==> config.mk <==
export PLATFORM = sky130hd
export DESIGN_NAME = grid_local_minimum_risk_sum_flat
export DESIGN_NICKNAME = d
export VERILOG_FILES = /design/src/rtl/lgms_pkg.sv /design/src/rtl/lgms_if.sv /design/src/rtl/lgms_ram.sv /design/src/rtl/lgms_linebuf.sv /design/src/rtl/grid_local_minimum_risk_sum.sv /design/src/flat_wrapper.sv
export SDC_FILE = /design/constraint.sdc
export NUM_CORES = 2
export LEC_CHECK = 0
export BUFFER_PORTS_ARGS = -buffer_cell sky130_fd_sc_hd__clkbuf_2
export CAP_MARGIN = 5
export CORE_MARGIN = 10
export CORE_UTILIZATION = 55
export DETAILED_ROUTE_END_ITERATION = 8
export HOLD_SLACK_MARGIN = 0.03
export PLACE_DENSITY = 0.71
export SLEW_MARGIN = 25
export SYNTH_ARGS = -nofsm -noshare
export SYNTH_HDL_FRONTEND = slang
export SYNTH_SLANG_ARGS = --single-unit
==> constraint.sdc <==
create_clock -name clk -period 9.3 [get_ports clk]
set_input_delay 0.93 -clock clk [delete_from_list [all_inputs] [get_ports clk]]
set_output_delay 0.93 -clock clk [all_outputs]
set_load 0.02 [all_outputs]
==> src/rtl/lgms_pkg.sv <==
// Shared constants and types of the grid local-minimum risk-sum block.
`default_nettype none

package lgms_pkg;

  // Grid limits and field widths.
  localparam int MAX_COLUMNS = 128;
  localparam int MAX_ROWS    = 128;
  localparam int HEIGHT_BITS = 4;
  localparam int COL_BITS    = $clog2(MAX_COLUMNS);
  localparam int ROW_BITS    = $clog2(MAX_ROWS);
  localparam int SIZE_BITS   = 8;
  localparam int RISK_BITS   = 18;
  localparam int COUNT_BITS  = 15;
  localparam int CFG_IDX_BITS = 2;

  localparam logic [RISK_BITS-1:0]  RISK_MAX  = {RISK_BITS{1'b1}};
  localparam logic [COUNT_BITS-1:0] COUNT_MAX = {COUNT_BITS{1'b1}};

  typedef logic [HEIGHT_BITS-1:0] height_t;
  typedef logic [COL_BITS-1:0]    col_t;

  // Configuration register indexes.
  typedef enum logic [CFG_IDX_BITS-1:0] {
    REG_COLUMNS = 2'd0,
    REG_ROWS    = 2'd1
  } cfg_reg_t;

  // Line buffer taps around the column being decided.
  typedef struct packed {
    height_t prev_c;
    height_t prev_cp1;
    height_t prev_cm2;
    height_t rbp_c;
    height_t rbp_cm1;
  } lgms_taps_t;

endpackage

`default_nettype wire

==> src/rtl/lgms_if.sv <==
// Valid/ready channel interfaces for samples, results and configuration.
`default_nettype none

interface lgms_in_if import lgms_pkg::*; ();
  logic    valid;
  logic    ready;
  height_t height;
  logic    frame_start;

  modport source (output valid, output height, output frame_start, input ready);
  modport sink   (input valid, input height, input frame_start, output ready);
  modport mon    (input valid, input height, input frame_start, input ready);
endinterface

interface lgms_out_if import lgms_pkg::*; ();
  logic                  valid;
  logic                  ready;
  logic [RISK_BITS-1:0]  risk_sum;
  logic [COUNT_BITS-1:0] low_count;

  modport source (output valid, output risk_sum, output low_count, input ready);
  modport sink   (input valid, input risk_sum, input low_count, output ready);
  modport mon    (input valid, input risk_sum, input low_count, input ready);
endinterface

interface lgms_cfg_if import lgms_pkg::*; ();
  logic                    valid;
  logic                    ready;
  logic [CFG_IDX_BITS-1:0] index;
  logic [SIZE_BITS-1:0]    data;

  modport source (output valid, output index, output data, input ready);
  modport sink   (input valid, input index, input data, output ready);
  modport mon    (input valid, input index, input data, input ready);
endinterface

`default_nettype wire

==> src/rtl/lgms_ram.sv <==
// Generic single-write, single-read RAM with registered read data.
`default_nettype none

module lgms_ram #(
  parameter int WIDTH = 4,
  parameter int DEPTH = 128,
  localparam int ADDR_BITS = (DEPTH > 1) ? $clog2(DEPTH) : 1
) (
  input  wire logic                 clk,
  input  wire logic                 we,
  input  wire logic [ADDR_BITS-1:0] waddr,
  input  wire logic [WIDTH-1:0]     wdata,
  input  wire logic                 re,
  input  wire logic [ADDR_BITS-1:0] raddr,
  output logic      [WIDTH-1:0]     rdata
);

  logic [WIDTH-1:0] mem [DEPTH];

  // Write port.
  always_ff @(posedge clk) begin
    if (we) begin
      mem[waddr] <= wdata;
    end
  end

  // Read port; a read in the same cycle as a write to that address sees the old word.
  always_ff @(posedge clk) begin
    if (re) begin
      rdata <= mem[raddr];
    end
  end

endmodule

`default_nettype wire

==> src/rtl/lgms_linebuf.sv <==
// Two-row line buffer with five read taps and write-to-read forwarding.
`default_nettype none

module lgms_linebuf import lgms_pkg::*; (
  input  wire logic    clk,
  input  wire logic    rst_n,
  input  wire logic    rd_en,
  input  wire col_t    rd_col,
  input  wire logic    wr_en,
  input  wire col_t    wr_col,
  input  wire height_t wr_height,
  output lgms_taps_t   taps
);

  localparam int NPORTS = 5;
  localparam int P_PREV_C   = 0;
  localparam int P_PREV_CP1 = 1;
  localparam int P_PREV_CM2 = 2;
  localparam int P_RBP_C    = 3;
  localparam int P_RBP_CM1  = 4;

  col_t    rd_addr [NPORTS];
  height_t ram_q   [NPORTS];
  height_t eff     [NPORTS];
  logic    hit_r   [NPORTS];
  height_t fwd_r   [NPORTS];
  height_t rbp_wdata;

  // Read addresses around the column of the incoming sample.
  assign rd_addr[P_PREV_C]   = rd_col;
  assign rd_addr[P_PREV_CP1] = rd_col + col_t'(1);
  assign rd_addr[P_PREV_CM2] = rd_col - col_t'(2);
  assign rd_addr[P_RBP_C]    = rd_col;
  assign rd_addr[P_RBP_CM1]  = rd_col - col_t'(1);

  // The upper line takes the old word of the lower line at the same column.
  assign rbp_wdata = eff[P_PREV_C];

  // One RAM copy per read tap; all copies of a line see the same writes.
  for (genvar p = 0; p < NPORTS; p++) begin : g_port
    localparam bit IS_PREV = (p < P_RBP_C);

    lgms_ram #(
      .WIDTH (HEIGHT_BITS),
      .DEPTH (MAX_COLUMNS)
    ) u_ram (
      .clk   (clk),
      .we    (wr_en),
      .waddr (wr_col),
      .wdata (IS_PREV ? wr_height : rbp_wdata),
      .re    (rd_en),
      .raddr (rd_addr[p]),
      .rdata (ram_q[p])
    );

    // Capture a write that lands on the read address at the same edge.
    always_ff @(posedge clk) begin
      if (!rst_n) begin
        hit_r[p] <= 1'b0;
      end else if (rd_en) begin
        hit_r[p] <= wr_en && (wr_col == rd_addr[p]);
      end
    end

    always_ff @(posedge clk) begin
      if (rd_en) begin
        fwd_r[p] <= IS_PREV ? wr_height : rbp_wdata;
      end
    end

    assign eff[p] = hit_r[p] ? fwd_r[p] : ram_q[p];
  end

  assign taps.prev_c   = eff[P_PREV_C];
  assign taps.prev_cp1 = eff[P_PREV_CP1];
  assign taps.prev_cm2 = eff[P_PREV_CM2];
  assign taps.rbp_c    = eff[P_RBP_C];
  assign taps.rbp_cm1  = eff[P_RBP_CM1];

endmodule

`default_nettype wire

==> src/rtl/grid_local_minimum_risk_sum.sv <==
// Top level of the streaming 4-neighbour local-minimum detector with risk sum.
//
// Height samples enter in raster order, one word per clock when both sides
// keep up; a word is accepted whenever the decision stage is empty or moving,
// also while a finished result waits in the output register. The line buffer
// RAMs are read at the edge that accepts a word; the decision stage register
// then holds the word while it does the compare, add and saturate, and the
// result register is loaded when the decision stage moves on with the last
// sample of a frame. The input stalls only while a result waits untaken and
// the decision stage holds the last sample of the next frame. A result word
// carrying the risk sum and the low-point count leaves after the last sample
// of a frame; other samples give no result. The frame size comes from
// columns_in_use (index 0) and rows_in_use (index 1); zero acts as one and
// values above 128 act as 128. The configuration port is always ready and
// should be written only while no sample is in flight. No clearing pass
// follows reset.
`default_nettype none

module grid_local_minimum_risk_sum import lgms_pkg::*; (
  input wire logic   clk,
  input wire logic   rst_n,
  lgms_in_if.sink    in_ch,
  lgms_out_if.source out_ch,
  lgms_cfg_if.sink   cfg_ch
);

  typedef logic [ROW_BITS-1:0] row_t;

  // Sample in the decision stage.
  typedef struct packed {
    height_t h;
    logic    fs;
    col_t    c;
    logic    c_ge1;
    logic    c_ge2;
    logic    r_ge1;
    logic    r_ge2;
    logic    last_col;
    logic    last_row;
  } stage_t;

  // True when v is strictly below every neighbor that exists.
  function automatic logic is_low(
    input height_t v,
    input logic hu, input height_t u,
    input logic hl, input height_t l,
    input logic hr, input height_t rr,
    input logic hd, input height_t d
  );
    is_low = (!hu || (v < u)) && (!hl || (v < l)) &&
             (!hr || (v < rr)) && (!hd || (v < d));
  endfunction

  logic [SIZE_BITS-1:0] cols_r, rows_r;
  col_t       ncol_m1, col_r, col_base, c_a, col_nxt;
  row_t       nrow_m1, row_r, row_base, r_a, row_nxt;
  logic       last_col_a, last_row_a;
  logic       accept, in_ready;
  logic       b_valid_r, b_fire, emit;
  stage_t     b_r, b_nxt;
  lgms_taps_t taps;
  height_t    lts0_r, lts1_r;
  logic       d1, d2, d3;
  logic [HEIGHT_BITS:0]   add1, add2, add3;
  logic [HEIGHT_BITS+1:0] risk_add;
  logic [1:0]             cnt_add;
  logic [RISK_BITS-1:0]   acc_r, acc_base, acc_sat;
  logic [RISK_BITS:0]     acc_full;
  logic [COUNT_BITS-1:0]  cnt_r, cnt_base, cnt_sat;
  logic [COUNT_BITS:0]    cnt_full;
  logic                   out_valid_r;
  logic [RISK_BITS-1:0]   out_risk_r;
  logic [COUNT_BITS-1:0]  out_cnt_r;

  // Configuration registers; unknown indexes are ignored.
  always_ff @(posedge clk) begin
    if (!rst_n) begin
      cols_r <= SIZE_BITS'(MAX_COLUMNS);
      rows_r <= SIZE_BITS'(MAX_ROWS);
    end else if (cfg_ch.valid) begin
      case (cfg_ch.index)
        REG_COLUMNS: cols_r <= cfg_ch.data;
        REG_ROWS:    rows_r <= cfg_ch.data;
        default:     ;
      endcase
    end
  end

  assign cfg_ch.ready = 1'b1;

  // Clamp the frame size to the supported range, kept as last index.
  always_comb begin
    if (cols_r == '0) begin
      ncol_m1 = '0;
    end else if (32'(cols_r) > MAX_COLUMNS) begin
      ncol_m1 = col_t'(MAX_COLUMNS - 1);
    end else begin
      ncol_m1 = col_t'(cols_r - SIZE_BITS'(1));
    end
    if (rows_r == '0) begin
      nrow_m1 = '0;
    end else if (32'(rows_r) > MAX_ROWS) begin
      nrow_m1 = row_t'(MAX_ROWS - 1);
    end else begin
      nrow_m1 = row_t'(rows_r - SIZE_BITS'(1));
    end
  end

  // Raster position of the incoming sample.
  assign col_base   = in_ch.frame_start ? '0 : col_r;
  assign row_base   = in_ch.frame_start ? '0 : row_r;
  assign c_a        = (col_base > ncol_m1) ? ncol_m1 : col_base;
  assign r_a        = (row_base > nrow_m1) ? nrow_m1 : row_base;
  assign last_col_a = (c_a == ncol_m1);
  assign last_row_a = (r_a == nrow_m1);

  always_comb begin
    col_nxt = last_col_a ? '0 : c_a + col_t'(1);
    row_nxt = r_a;
    if (last_col_a) begin
      row_nxt = last_row_a ? '0 : r_a + row_t'(1);
    end
  end

  always_comb begin
    b_nxt.h        = in_ch.height;
    b_nxt.fs       = in_ch.frame_start;
    b_nxt.c        = c_a;
    b_nxt.c_ge1    = (c_a != '0);
    b_nxt.c_ge2    = (c_a > col_t'(1));
    b_nxt.r_ge1    = (r_a != '0);
    b_nxt.r_ge2    = (r_a > row_t'(1));
    b_nxt.last_col = last_col_a;
    b_nxt.last_row = last_row_a;
  end

  // Handshake between the input, the decision stage and the output register.
  assign emit     = b_r.last_col && b_r.last_row;
  assign b_fire   = b_valid_r && (!emit || !out_valid_r || out_ch.ready);
  assign in_ready = !b_valid_r || b_fire;
  assign accept   = in_ch.valid && in_ready;
  assign in_ch.ready = in_ready;

  always_ff @(posedge clk) begin
    if (!rst_n) begin
      col_r     <= '0;
      row_r     <= '0;
      b_valid_r <= 1'b0;
    end else begin
      if (accept) begin
        col_r <= col_nxt;
        row_r <= row_nxt;
      end
      if (accept) begin
        b_valid_r <= 1'b1;
      end else if (b_fire) begin
        b_valid_r <= 1'b0;
      end
    end
  end

  always_ff @(posedge clk) begin
    if (accept) begin
      b_r <= b_nxt;
    end
  end

  // Line buffers: read at acceptance, written when the decision stage moves.
  lgms_linebuf u_linebuf (
    .clk       (clk),
    .rst_n     (rst_n),
    .rd_en     (accept),
    .rd_col    (c_a),
    .wr_en     (b_fire),
    .wr_col    (b_r.c),
    .wr_height (b_r.h),
    .taps      (taps)
  );

  // Decisions: the cell above, on the bottom row the left cell, and in the last cell the current cell.
  assign d1 = b_r.r_ge1 &&
              is_low(taps.prev_c, b_r.r_ge2, taps.rbp_c, b_r.c_ge1, lts0_r,
                     !b_r.last_col, taps.prev_cp1, 1'b1, b_r.h);
  assign d2 = b_r.last_row && b_r.c_ge1 &&
              is_low(lts1_r, b_r.r_ge1, taps.rbp_cm1, b_r.c_ge2, taps.prev_cm2,
                     1'b1, b_r.h, 1'b0, '0);
  assign d3 = b_r.last_row && b_r.last_col &&
              is_low(b_r.h, b_r.r_ge1, taps.prev_c, b_r.c_ge1, lts1_r,
                     1'b0, '0, 1'b0, '0);

  // Risk terms and saturating totals.
  assign add1     = d1 ? {1'b0, taps.prev_c} + (HEIGHT_BITS+1)'(1) : '0;
  assign add2     = d2 ? {1'b0, lts1_r} + (HEIGHT_BITS+1)'(1) : '0;
  assign add3     = d3 ? {1'b0, b_r.h} + (HEIGHT_BITS+1)'(1) : '0;
  assign risk_add = (HEIGHT_BITS+2)'(add1) + (HEIGHT_BITS+2)'(add2) +
                    (HEIGHT_BITS+2)'(add3);
  assign cnt_add  = 2'(d1) + 2'(d2) + 2'(d3);

  assign acc_base = b_r.fs ? '0 : acc_r;
  assign cnt_base = b_r.fs ? '0 : cnt_r;
  assign acc_full = {1'b0, acc_base} + (RISK_BITS+1)'(risk_add);
  assign cnt_full = {1'b0, cnt_base} + (COUNT_BITS+1)'(cnt_add);
  assign acc_sat  = (acc_full > (RISK_BITS+1)'(RISK_MAX)) ? RISK_MAX
                                                          : acc_full[RISK_BITS-1:0];
  assign cnt_sat  = (cnt_full > (COUNT_BITS+1)'(COUNT_MAX)) ? COUNT_MAX
                                                            : cnt_full[COUNT_BITS-1:0];

  // Running state of the decision stage.
  always_ff @(posedge clk) begin
    if (!rst_n) begin
      acc_r  <= '0;
      cnt_r  <= '0;
      lts0_r <= '0;
      lts1_r <= '0;
    end else if (b_fire) begin
      acc_r  <= emit ? '0 : acc_sat;
      cnt_r  <= emit ? '0 : cnt_sat;
      lts0_r <= taps.prev_c;
      lts1_r <= b_r.h;
    end
  end

  // Output register.
  always_ff @(posedge clk) begin
    if (!rst_n) begin
      out_valid_r <= 1'b0;
    end else if (b_fire && emit) begin
      out_valid_r <= 1'b1;
    end else if (out_ch.ready) begin
      out_valid_r <= 1'b0;
    end
  end

  always_ff @(posedge clk) begin
    if (b_fire && emit) begin
      out_risk_r <= acc_sat;
      out_cnt_r  <= cnt_sat;
    end
  end

  assign out_ch.valid     = out_valid_r;
  assign out_ch.risk_sum  = out_risk_r;
  assign out_ch.low_count = out_cnt_r;

endmodule

`default_nettype wire

==> src/flat_wrapper.sv <==
// flat-port wrapper written by rule: the top's interface ports become plain ports
module grid_local_minimum_risk_sum_flat import lgms_pkg::*;
  (clk, rst_n, in_ch_valid, in_ch_height, in_ch_frame_start, in_ch_ready, out_ch_valid, out_ch_risk_sum, out_ch_low_count, out_ch_ready, cfg_ch_valid, cfg_ch_index, cfg_ch_data, cfg_ch_ready);
  lgms_in_if in_ch_i ();
  lgms_out_if out_ch_i ();
  lgms_cfg_if cfg_ch_i ();
  input wire logic clk;
  input wire logic rst_n;
  input wire logic [$bits(in_ch_i.valid)-1:0] in_ch_valid;
  input wire logic [$bits(in_ch_i.height)-1:0] in_ch_height;
  input wire logic [$bits(in_ch_i.frame_start)-1:0] in_ch_frame_start;
  output wire logic [$bits(in_ch_i.ready)-1:0] in_ch_ready;
  output wire logic [$bits(out_ch_i.valid)-1:0] out_ch_valid;
  output wire logic [$bits(out_ch_i.risk_sum)-1:0] out_ch_risk_sum;
  output wire logic [$bits(out_ch_i.low_count)-1:0] out_ch_low_count;
  input wire logic [$bits(out_ch_i.ready)-1:0] out_ch_ready;
  input wire logic [$bits(cfg_ch_i.valid)-1:0] cfg_ch_valid;
  input wire logic [$bits(cfg_ch_i.index)-1:0] cfg_ch_index;
  input wire logic [$bits(cfg_ch_i.data)-1:0] cfg_ch_data;
  output wire logic [$bits(cfg_ch_i.ready)-1:0] cfg_ch_ready;
  assign in_ch_i.valid = in_ch_valid;
  assign in_ch_i.height = in_ch_height;
  assign in_ch_i.frame_start = in_ch_frame_start;
  assign in_ch_ready = in_ch_i.ready;
  assign out_ch_valid = out_ch_i.valid;
  assign out_ch_risk_sum = out_ch_i.risk_sum;
  assign out_ch_low_count = out_ch_i.low_count;
  assign out_ch_i.ready = out_ch_ready;
  assign cfg_ch_i.valid = cfg_ch_valid;
  assign cfg_ch_i.index = cfg_ch_index;
  assign cfg_ch_i.data = cfg_ch_data;
  assign cfg_ch_ready = cfg_ch_i.ready;
  grid_local_minimum_risk_sum u_core (.clk(clk), .rst_n(rst_n), .in_ch(in_ch_i), .out_ch(out_ch_i), .cfg_ch(cfg_ch_i));
endmodule
* Word level (Yosys, flattened, before mapping)
Memory sizes are Yosys's and may differ from the RTL's. A register that Yosys moved wholly into a read port is not among the register bits.
Cells that the tools add are included.
** Operators by class
- $add $sub $neg :: 15
- Order comparisons :: 17
- Equality and inequality tests :: 7
- Multiplexer cells :: 41
- Bitwise operators :: 5
- Reductions and logical operators :: 44
** Operator list (count)
- $mux W7 :: 11
- $mux W18 :: 3
- $mux W15 :: 3
- $eq A7 B7 Y1 :: 6
- $lt A4 B4 Y1 :: 9
- $sub A7 B1 Y7 const B :: 3
- $mux W4 :: 5
- $add A18 B6 Y19 :: 1
- $gt A19 B18 Y1 const B :: 1
- $logic_and A1 B1 Y1 :: 18
- $add A15 B2 Y16 :: 1
- $gt A16 B15 Y1 const B :: 1
- $gt A8 B8 Y1 const B :: 2
- $logic_not A8 Y1 :: 2
- $mux W1 :: 16
- $add A4 B1 Y5 const B :: 3
- $mux W5 :: 3
- $add A7 B1 Y7 const B :: 2
- $gt A7 B1 Y1 const B :: 2
- $gt A7 B7 Y1 :: 2
- $reduce_bool A7 Y1 :: 2
- $logic_or A1 B1 Y1 :: 10
- $logic_not A1 Y1 :: 7
- $sub A7 B2 Y7 const B :: 1
- other kinds (9) :: 15
** Storage, ports and cells
- Register bits :: 124
- Bits in writable memories :: 2585
- Input bits :: 20
- Output and inout bits :: 36
- Logic and storage cells :: 157
- Memories :: 7
** Memories
- u_core.u_linebuf.g_port[0].u_ram.mem :: words 128, width 4, read ports 1, clocked after Yosys merged registers in 1, write ports 1, RTL line lgms_ram.sv:18 : logic [WIDTH-1:0] mem [DEPTH];
- u_core.u_linebuf.g_port[1].u_ram.mem :: words 128, width 4, read ports 1, clocked after Yosys merged registers in 1, write ports 1, RTL line lgms_ram.sv:18
- u_core.u_linebuf.g_port[2].u_ram.mem :: words 128, width 4, read ports 1, clocked after Yosys merged registers in 1, write ports 1, RTL line lgms_ram.sv:18
- u_core.u_linebuf.g_port[3].u_ram.mem :: words 128, width 4, read ports 1, clocked after Yosys merged registers in 1, write ports 1, RTL line lgms_ram.sv:18
- u_core.u_linebuf.g_port[4].u_ram.mem :: words 128, width 4, read ports 1, clocked after Yosys merged registers in 1, write ports 1, RTL line lgms_ram.sv:18
- u_core.u_linebuf.fwd_r :: words 5, width 4, read ports 5, clocked after Yosys merged registers in 0, write ports 5, RTL line lgms_linebuf.sv:26 : height_t fwd_r [NPORTS];
- 1 more memories

* Logic depth before layout (Yosys ltp)
An unclocked memory read counts as a cell.
- Depth in word-level cells :: 15
- Mapped depth :: 28

* Modules after synthesis
A second synthesis with hierarchy kept.
** Second synthesis, totals
- Cell total of the unflattened synthesis :: 5584
- Area total of the unflattened synthesis :: 110766.2 sq um
** By module, submodules not included
- lgms_ram :: times used 5, cells an instance 908, area an instance 20233.2 sq um
- grid_local_minimum_risk_sum :: times used 1, cells an instance 913, area an instance 8241.7 sq um
- lgms_linebuf :: times used 1, cells an instance 131, area an instance 1358.8 sq um

* Worst setup path before layout
OpenSTA, ideal clock, no wires.
- Path type :: register to register
- Start point :: mem u_core.u_linebuf.hit_r[0]
- End point :: reg u_core.acc_r[10]
- Setup time :: 0.065 ns
- Arrival :: 7.198 ns
- Data required time :: 9.235 ns
- Setup slack :: 2.037 ns
- Stages on the path, launching flop included :: 27
- Clock period less this slack :: 7.263 ns
- Path through :: edfxtp_1 clkbuf_1 mux2i_1 inv_1 ha_1 a21o_1 a21oi_1 nor2b_1 o21ai_0 o21ai_0 nor2_1 and2_1 fa_1 ha_1 fa_1 ha_1 nor2b_1 o21ai_0 a21boi_0 o21ai_0 a21o_1 nor4b_1 nand4b_1 clkbuf_1 o21ai_0 a22oi_1 nor2b_1
** RTL lines
- start: declaration :: RTL line lgms_linebuf.sv:25 : logic hit_r [NPORTS];
- end signal: assignment :: RTL line grid_local_minimum_risk_sum.sv:216 : acc_r <= emit ? '0 : acc_sat;
- end: declaration :: RTL line grid_local_minimum_risk_sum.sv:67 : logic [RISK_BITS-1:0] acc_r, acc_base, acc_sat;

* Worst setup path in the final report
- Start point :: reg u_core.cols_r[0]
- End point :: reg u_core.u_linebuf.g_port[1].u_ram.rdata[3] (read register of u_core.u_linebuf.g_port[1].u_ram.mem) (data pin)
** Between the ends
- Longest elaborated chain between the ends :: 6
- Elaborated cells on any way between the ends :: 8
- Classes of those cells :: add/sub (2); order compare (2); mux (3); reduce/logical (1)
** Ends and longest elaborated chain
- start: declaration :: RTL line grid_local_minimum_risk_sum.sv:54 : logic [SIZE_BITS-1:0] cols_r, rows_r;
- start signal: assignment :: RTL line grid_local_minimum_risk_sum.sv:78 : cols_r <= SIZE_BITS'(MAX_COLUMNS);
- start signal: assignment :: RTL line grid_local_minimum_risk_sum.sv:82 : REG_COLUMNS: cols_r <= cfg_ch.data;
- $sub A7 B1 Y7 or $gt A8 B8 Y1 (tied branches) :: RTL line grid_local_minimum_risk_sum.sv:98, grid_local_minimum_risk_sum.sv:95
- $mux W7 :: RTL line grid_local_minimum_risk_sum.sv:95 : end else if (32'(cols_r) > MAX_COLUMNS) begin
- $mux W7 * :: RTL line grid_local_minimum_risk_sum.sv:93 : if (cols_r == '0) begin
- $gt A7 B7 Y1 :: RTL line grid_local_minimum_risk_sum.sv:112 : assign c_a = (col_base > ncol_m1) ? ncol_m1 : col_base;
- $mux W7 * :: RTL line grid_local_minimum_risk_sum.sv:112
- $add A7 B1 Y7 * :: RTL line lgms_linebuf.sv:31 : assign rd_addr[P_PREV_CP1] = rd_col + col_t'(1);
- end: declaration :: RTL line lgms_ram.sv:15 : output logic [WIDTH-1:0] rdata
Every way passes the cells marked *; elsewhere a longest branch is shown, timed or not.
A chain may end at the register's enable or synchronous reset.

==> impl_metrics.yaml <==
status:
  outcome: "finished, final reports clean"
min_path:
  hold_path.class: "input pin to flop"
setup_path:
  reg2reg_depth: 19
  cp.required_ns: 9.76
  critical_path.startpoint: "u_core.cols_r[0]"
  worstSetupEndpoint: "u_core.u_linebuf.g_port[1].u_ram.rdata[3]"
  timing.rr.start: "u_core.cols_r[0]"
  startpoint_type: "flop"
  r2r_setup_slack_ns: 1.56
  path_class: "flop to flop"
  path_max_fanout: 162
  crit_path_end_kind: "flop"
  r2r_end: "u_core.u_linebuf.g_port[1].u_ram.rdata[3]"
  cp.arrival_ns: 8.20
power_and_ir_drop:
  power_frac_seq_pct: 48.8
  pwr-share-clk_pct: 42.5
  p_comb_share_pct: 8.7
  switching_share_pct: 24.2
  leakagePower_nw: 24.1
  peakVddDrop_mv: 0.166
  p_int_w: 0.00916
  p_sw_w: 0.00293
  powerDensity_nw_per_um2: 172
cts:
  clk_latency_ns: 0.76
  clock_path_buffers: 3
  clock-sinks: 1180
  cts_setup_buffers: 0
  cts_buffers: 131
  clkTransAtPathRegs_ns: 0.06
  cts_resized: 0
  cts_root_buffer: "clkbuf_16"
  cts_hold_buf: 0
  h-tree-depth: 4
  cts_tree: "done"
sta:
  maxSlewViolCount: 0
  worstMarginPinSlew_ns: 1.17
  slew_headroom_pct: 22.0
  skew_ns: 0.0294
  hold_violations: 0
  fin_crit_ns: 7.74
  setup_viol: 0
  final.period_utilization_pct: 83.2
  fmax_ghz: 0.129
  rsz0062_at_grt: "no"
  tns_ns: 0
logic_synthesis:
  synth-simple-area-share_pct: 14.7
  synth_fa_ha_area_share_pct: 1.59
  ys_seq_area_share_pct: 53.6
  yosysWarnings: 0
  syn_nets: 5553
  ys.flop_type: "edfxtp_1"
  synth_edf_count: 1106
  synth_xor_area_share_pct: 1.34
  synth-seq-cells: 1180
  synth-compound-area-share_pct: 7.89
  async_reset_ff_share_pct: 0
  yosysUniqueCellTypes: 98
  syn_area_per_cell_um2: 11.9
  synth.cell_area_um2: 64700
  synth_top_family_by_area: "multiplexers"
  muxShareOfSynthArea_pct: 16.8
  netlist_instances: 5458
route:
  drt_pass1_iterations: 9
  drtIter0Drc: 8623
  ant_nets: 0
  num_vias: 49300
  wl_um: 214000
  drc: 0
  viasPerCell: 7.08
  routedWlPerCell_um: 30.7
floorplanning:
  fp.dieW_um: 363
  io_pins: 56
  die_area_um2: 132000
  die_y_um: 363
  coreArea_um2: 117000
  floorplan.initialDensity_pct: 55.5
  rows: 125
cells_and_area:
  fin_nets: 5432
  fin_cells: 6968
  regArea_um2: 34700
  nFillCells: 8964
  multi_input_area_um2: 27700
  area_growth_pct: 8.49
  drive_gt1_share_pct: 14.2
grt:
  grt_pass1_vias: 46700
  grt_overflow_total: 0
  grt_antenna_before_repair: 6
  grt_start_max_net_pins: 187
  grt_usage_pct: 31.7
  grt_pass1_wl_um: 312000
placed_design:
  gp_congestion: 1.06
  port_buffers: 54
  place.detailed.hpwl_um: 134000
  dp_cells: 6728
flow_run:
  cap_violations: 0
## cells in the final DEF (no fill, tap or decap), types with 65 or more instances in the layout
master,n
a211oi_1,132
a21oi_1,100
a311oi_1,77
a31oi_1,77
buf_4,99
clkbuf_16,134
dfxtp_1,74
edfxtp_1,1106
ha_1,65
inv_1,113
mux2i_1,377
mux4_2,308
nand2_1,1130
nand3_1,522
nor2_1,157
nor2b_1,80
o21ai_0,75
## synthesized netlist by cell type, types with 15 or more instances
cell type | instances | area share, %
xor2_1 | 17 | 0.23
nor4_1 | 15 | 0.15
buf_1 | 27 | 0.16
nor2_1 | 207 | 1.2
inv_1 | 118 | 0.68
o211ai_1 | 28 | 0.32
dfxtp_1 | 74 | 2.3
xnor2_1 | 71 | 0.96
and3_1 | 16 | 0.15
and2_1 | 29 | 0.28
clkbuf_1 | 170 | 0.99
edfxtp_1 | 1106 | 51
ha_1 | 66 | 1.3
a22oi_1 | 62 | 0.72
buf_4 | 56 | 0.65
o21ai_0 | 75 | 0.58
nand4_1 | 30 | 0.29
nor2b_1 | 81 | 0.78
nand2b_1 | 22 | 0.21
nand3_1 | 522 | 4.0
nand2_1 | 1130 | 6.6
a211oi_1 | 132 | 1.5
nor3_1 | 51 | 0.39
o221ai_1 | 16 | 0.22
a21oi_1 | 101 | 0.78
o2111ai_1 | 27 | 0.37
a31oi_1 | 77 | 0.74
buf_6 | 30 | 0.52
mux4_2 | 308 | 11
buf_2 | 136 | 1.1
mux2i_1 | 380 | 5.9
a311oi_1 | 77 | 1.0
## metal layers
metal | vias to the layer above | GRT usage, % | routed length, um
li1 | 20500 | - | -
met1 | 24100 | 40.9 | 75500
met3 | 801 | 10.2 | 30500
met2 | 3894 | 46.4 | 92700
met4 | 4 | 19.3 | 15000
met5 | - | 0 | 28
## flip-flops by register name, summed over array words and instances, names as in the netlist
register / cells
u_core.cols_r: 8
u_core.u_linebuf.hit_r: 4
u_core.cnt_r: 15
u_core.col_r: 7
u_core.u_linebuf.fwd_r: 8
u_core.b_valid_r: 1
u_core.acc_r: 18
u_core.u_linebuf.g_port.u_ram.rdata: 20
u_core.b_r: 18
u_core.lts0_r: 4
u_core.out_ch.low_count: 15
u_core.u_linebuf.g_port.u_ram.mem: 1024
u_core.rows_r: 8
u_core.lts1_r: 4
u_core.out_ch.risk_sum: 18
u_core.out_ch.valid: 1
u_core.row_r: 7
## per-stage QoR
| stage | setup WS, ns | power [W] | hold slack (ns) | cell area [um^2] | util, % |
|---|---|---|---|---|---|
| 2_1_floorplan | 2.04 | 0.00669 | 0.417 | 64700 | - |
| 3_3_place_gp | 1.94 | 0.00700 | 0.429 | 65900 | 56.5 |
| 3_5_place_dp | 1.95 | 0.00702 | 0.435 | 65900 | 56.6 |
| 4_1_cts | 1.88 | 0.0121 | 0.317 | 70100 | 60.2 |
| 5_1_grt | 1.26 | 0.0124 | 0.343 | 70200 | 60.2 |
| 6_report | 1.56 | 0.0121 | 0.346 | 70200 | 60.3 |
## worst min-delay path by stage
stage                                 end  slack [ns]       startpoint  cells past startpoint
after floorplan           u_core.row_r[6]        0.42  u_core.row_r[6]                      2
after global placement    u_core.row_r[4]        0.43  u_core.row_r[4]                      2
after detailed placement  u_core.row_r[6]        0.44  u_core.row_r[6]                      2
after CTS                  u_core.b_r[14]        0.32  in_ch_height[0]                      1
after global routing       u_core.b_r[14]        0.34  in_ch_height[0]                      1
final                      u_core.b_r[17]        0.35  in_ch_height[3]                      1
## kinds of logic (layout without fill, tap and decap cells)
group           count (synthesis)  in the layout
simple gates                 2155           2155
flops                        1180           1180
compound gates                711            711
mux                           696            696
buf+inv                       544            526
xor+xnor                       94             94
fa+ha+maj                      77             77
other cells                     1              5
## layout make-up
class | instances | area share (%)
clock buffers | 162 | 4.97
inverters | 124 | 0.702
repair buffers | 166 | 1.79
well taps | 1524 | 2.72
multi-input cells | 3734 | 39.4
flip-flops and latches | 1180 | 49.4
diodes | 4 | 0.0143
clock inverters | 74 | 0.977
## worst max-delay path, cell delays in order (launching register included)
cell and delay (ns):
dfxtp_1 0.33, inv_1 0.14, ha_1 0.26, or4b_1 0.55
a211oi_2 0.27, or2_1 0.31, ha_1 0.19, nand4_1 0.14
a21oi_2 0.33, o32ai_4 0.14, buf_4 0.26, a21oi_4 0.44
buf_12 0.65, ha_4 0.56, buf_12 0.55, mux4_2 0.41
mux2i_1 0.45, nand2_1 0.12, a311oi_1 0.96, o32ai_1 0.20
## power groups by stage
stage / logic [W] / clock network, W / registers [W]
CTS: 0.00101 / 0.00515 / 0.00590
detailed placement: 0.00101 / 0 / 0.00601
global placement: 0.000990 / 0 / 0.00601
floorplan: 0.000660 / 0 / 0.00603
finish: 0.00105 / 0.00514 / 0.00591
global route: 0.00109 / 0.00537 / 0.00590
Note: power is estimated with default switching activity, not from simulation.
